## config.mk

```make
export PLATFORM = sky130hd
export DESIGN_NAME = fsbw_ram
export DESIGN_NICKNAME = d
export VERILOG_FILES = /design/src/rtl/flash_block_store_with_wear_top_defines.svh /design/src/rtl/fsbw_ram.sv
export SDC_FILE = /design/constraint.sdc
export NUM_CORES = 2
export LEC_CHECK = 0
export BUFFER_PORTS_ARGS = -buffer_cell sky130_fd_sc_hd__clkbuf_2
export CORE_MARGIN = 1
export CORE_UTILIZATION = 50
export DETAILED_ROUTE_END_ITERATION = 8
export GPL_TIMING_DRIVEN = 1
export PLACE_DENSITY_LB_ADDON = 0.05
export SLEW_MARGIN = 10
export SYNTH_ARGS = -nofsm -noshare
export SYNTH_HDL_FRONTEND = slang
export SYNTH_SLANG_ARGS = --single-unit
```

## constraint.sdc

```tcl
create_clock -name aclk -period 3.2 [get_ports aclk]
set_clock_uncertainty 0.15 [all_clocks]
set_input_delay 0.8 -clock aclk [delete_from_list [all_inputs] [get_ports aclk]]
set_output_delay 0.8 -clock aclk [all_outputs]
set_load 0.01 [all_outputs]
```

## src/rtl/flash_block_store_with_wear_top_defines.svh

```systemverilog
// Assertion macros used by the top-level RTL file.
`ifndef FLASH_BLOCK_STORE_WITH_WEAR_TOP_DEFINES_SVH
`define FLASH_BLOCK_STORE_WITH_WEAR_TOP_DEFINES_SVH

`ifndef ASSERT_OFF
`define FSBW_ASSERT(lbl, clk, rstn, prop, msg) \
    lbl: assert property (@(posedge clk) disable iff (!rstn) prop) else $error(msg);
`define FSBW_ASSERT_ALWAYS(lbl, clk, prop, msg) \
    lbl: assert property (@(posedge clk) prop) else $error(msg);
`else
`define FSBW_ASSERT(lbl, clk, rstn, prop, msg)
`define FSBW_ASSERT_ALWAYS(lbl, clk, prop, msg)
`endif

`endif

```

## src/rtl/fsbw_ram.sv

```systemverilog
module fsbw_ram #(
    parameter int WIDTH = 8,
    parameter int DEPTH = 256
) (
    input  logic                     aclk,
    input  logic                     we,
    input  logic [$clog2(DEPTH)-1:0] wr_addr,
    input  logic [WIDTH-1:0]         wr_data,
    input  logic                     rd_en,
    input  logic [$clog2(DEPTH)-1:0] rd_addr,
    output logic [WIDTH-1:0]         rd_data
);

    logic [WIDTH-1:0] mem [DEPTH];

    always_ff @(posedge aclk) begin
        if (we) begin
            mem[wr_addr] <= wr_data;
        end
    end

    always_ff @(posedge aclk) begin
        if (rd_en) begin
            rd_data <= mem[rd_addr];
        end
    end

endmodule

```

==> metrics.csv <==
metric,value,unit
hpwl,145000,µm
ios,35,
crit_path_end_kind,flip-flop,
seq_area,0.0617,mm²
synthDistinctLibCells,54,
final_max_slew_viol_count,0,
io_buffers,34,
htree_levels,4,
status,completed,
synth.area.top_cells,"edfxtp_1 78%, mux4_2 13%, mux2i_1 1.7%, nor2_1 1.3%, a22oi_1 1.3%",
cts_tree,yes,
fin_crit,3170,ps
max_stage_delay,510,ps
timing.critical_path.cells,buf_8 > buf_4 > buf_12 > buf_12 > mux2i_1 > o22ai_1 > o21ai_0 > nand3_1 > nor4_2 > buf_4 > nor4_1,
p_sw_frac,0.212,
grt_pass1_wl,307000,µm
avgSynthCellArea,21.3,µm²
dieArea,0.161,mm²
ys_warn_count,0,
grt-ovfl-total,0,
whs_endpoint,mem[86][7]$_DFFE_PP_,
reg2reg_slack,210,ps
p_seq_frac,0.524,
place_area,0.0880,mm²
stdcell_area,0.0947,mm²
min_from,wr_data[7],
first_pass_iters,5,
worst_pin_slew,898,ps
gp_congestion,0.888,
dr_total_vias,41201,
critical_path_class,input pin to flip-flop,
grt_usage,0.269,
synth_top_area_frac,0.775,
slowest_stage,o21ai_0,
intPower,0.0447,W
ys_ff_latch,2056,
pwr-share-clk,0.419,
synth_cells,3733,
antenna_left,0,
drt-initial-drc-count,4731,
syn_nets,3760,
fmax,315,MHz
start_util,0.503,
slew_headroom,0.401,
grt_pass1_vias,42352,
clock-root-buffer,clkbuf_16,
r2r_end,rd_data[0]$_DFFE_PP_,
numCtsBuffers,208,
syn2layout_area_growth,18.9,%
holdPathStages,1,
multiInputGateArea,0.0165,mm²
finalSetupTns,0,ps
holdBufCountCts,0,
power.density,600,mW/mm²
drc,0,
startpoint_type,input pin,
hold_class,input pin to flip-flop,
setup_viol,0,
drive_above_1_share,0.334,
numClockSinks,2056,
max-cap-violations,0,
grt_max_degree,117,
chipHeight,401,µm
max-vdd-ir-drop,0.568,mV
period_share,0.992,
fill_cells,11283,
cts_max_path_buffers,3,
clock_latency,840,ps
nNetsFinal,4518,
rsz0062_at_grt,no,
cp_max_fo,23,
hold_violations,0,
reg2reg_from,mem[67][0]$_DFFE_PP_,
routed_wl,214000,µm
p_sw,0.0121,W
vias_per_cell,6.11,
wire_per_inst,31.7,µm
ys_seq_area_frac,0.775,
yosysTopAreaCell,edfxtp_1,
synth_area,0.0796,mm²
reg2regPathDepth,6,
cp.arrival,3600,ps
floorplan.rows,146,
combPwrFrac,0.057,
cp.required,3630,ps
cts.clk_slew.worst_paths,60,ps
core,0.158,mm²
die_w,401,µm
grt_antenna_before_repair,11,
leakage,31.0,nW
-- cells in the mapped netlist, drive strengths merged --
library cell and n:
edfxtp 2056, mux4 456, nor2 282, mux2i 134, a22oi 133, buf 122, clkbuf 111, a21oi 96
o221ai 47, nand3 34, nand2 33, nor2b 31, o22ai 28, nor4 27, nor3 22, a211oi 16
a221oi 14, o21ai 12, nand4 10, o211ai 10, a22o 8, nand2b 8, and2 6, a2111oi 5
o22a 5, o32ai 5, or2 4, a311oi 2, a31oi 2, and3b 2, nand3b 2, a21boi 1
and3 1, clkinv 1, inv 1, mux2 1, nor3b 1, nor4b 1, o311ai 1, or2b 1
or3b 1
-- power by group through the flow --
stage	Combinational [W]	Sequential, W	Clock [W]
finish	0.00324	0.0297	0.0238
detailed placement	0.00326	0.0303	0
global placement	0.00320	0.0303	0
floorplan	0.00144	0.0303	0
global route	0.00340	0.0297	0.0252
CTS	0.00327	0.0297	0.0242
-- registers in the layout, indices dropped and copies added (netlist names) --
signal / cells
rd_data: 8
mem: 2048
-- cell families (layout without fill, tap and decap cells) --
logic type	Yosys count	in the layout	share of synthesized area
AOI/OAI and AO/OA	385	385	0.0342
buffers and inverters	235	1168	0.0183
DFF	2056	2056	0.775
muxes	591	591	0.146
other	0	3	0
and+or+nand+nor	466	466	0.0263
-- worst max path at each step --
stage,slack (ps),end,cells after the start,start
3_5_place_dp,-1280,rd_data[5]$_DFFE_PP_,11,rd_addr[0]
3_3_place_gp,-1280,rd_data[5]$_DFFE_PP_,11,rd_addr[0]
6_report,30,rd_data[7]$_DFFE_PP_,11,rd_addr[0]
5_1_grt,9,rd_data[5]$_DFFE_PP_,11,rd_addr[0]
2_1_floorplan,170,rd_data[2]$_DFFE_PP_,9,rd_addr[0]
4_1_cts,40,rd_data[3]$_DFFE_PP_,11,rd_addr[0]
-- final cells by class --
| type | count | area share |
|---|---|---|
| clock buffer | 256 | 0.0578 |
| tap | 2072 | 0.0274 |
| antenna | 3 | 0.0000793 |
| clock inverter | 129 | 0.0128 |
| multi-input combinational | 1442 | 0.175 |
| timing repair buffer | 781 | 0.0753 |
| sequential | 2056 | 0.652 |
| inverter | 2 | 0.0000793 |
-- critical path, delay by kind of cell --
| family | cells | cell delay (ps) |
|---|---|---|
| compound gates | 2 | 610 |
| mux | 1 | 260 |
| simple gates | 3 | 870 |
| buf+inv | 5 | 990 |
-- placed cells by master, fill, tap and decap left out, drive strengths merged, types with 2 or more instances in the layout --
master    count
a2111oi       5
a211oi       16
a21oi        96
a221oi       14
a22o          8
a22oi       133
a311oi        2
a31oi         2
and2          6
and3b         2
buf         751
bufinv       20
clkbuf      286
clkinv       94
clkinvlp      9
diode         3
edfxtp     2056
inv           8
mux2i       134
mux4        456
nand2        33
nand2b        8
nand3        34
nand3b        2
nand4        10
nor2        282
nor2b        31
nor3         22
nor4         27
o211ai       10
o21ai        12
o221ai       47
o22a          5
o22ai        28
o32ai         5
or2           4
-- layer usage --
layer,up-vias,GRT usage,routed length [µm]
li1,17260,-,-
met1,21960,0.384,87800
met2,1672,0.431,104000
met3,301,0.0460,16000
met4,8,0.0743,5450
met5,-,0,52
-- timing repair --
item	CTS	global route
buffers inserted	0	0
endpoints found under the setup margin	6	1
resized for setup	8	1
-- metrics by stage --
step / hold WS, ps / util / setup slack (ps) / std cells / total power (W)
final: 164 / 0.599 / 26.3 / 6741 / 0.0568
after global routing: 140 / 0.599 / 8.90 / 6738 / 0.0583
after CTS: 114 / 0.599 / 39.5 / 6738 / 0.0572
after detailed placement: 992 / 0.556 / -1280 / 6353 / 0.0336
after global placement: 974 / 0.556 / -1280 / 6353 / 0.0335
after floorplan: 714 / - / 174 / 3733 / 0.0317
Power figures use the tool's default switching activity.
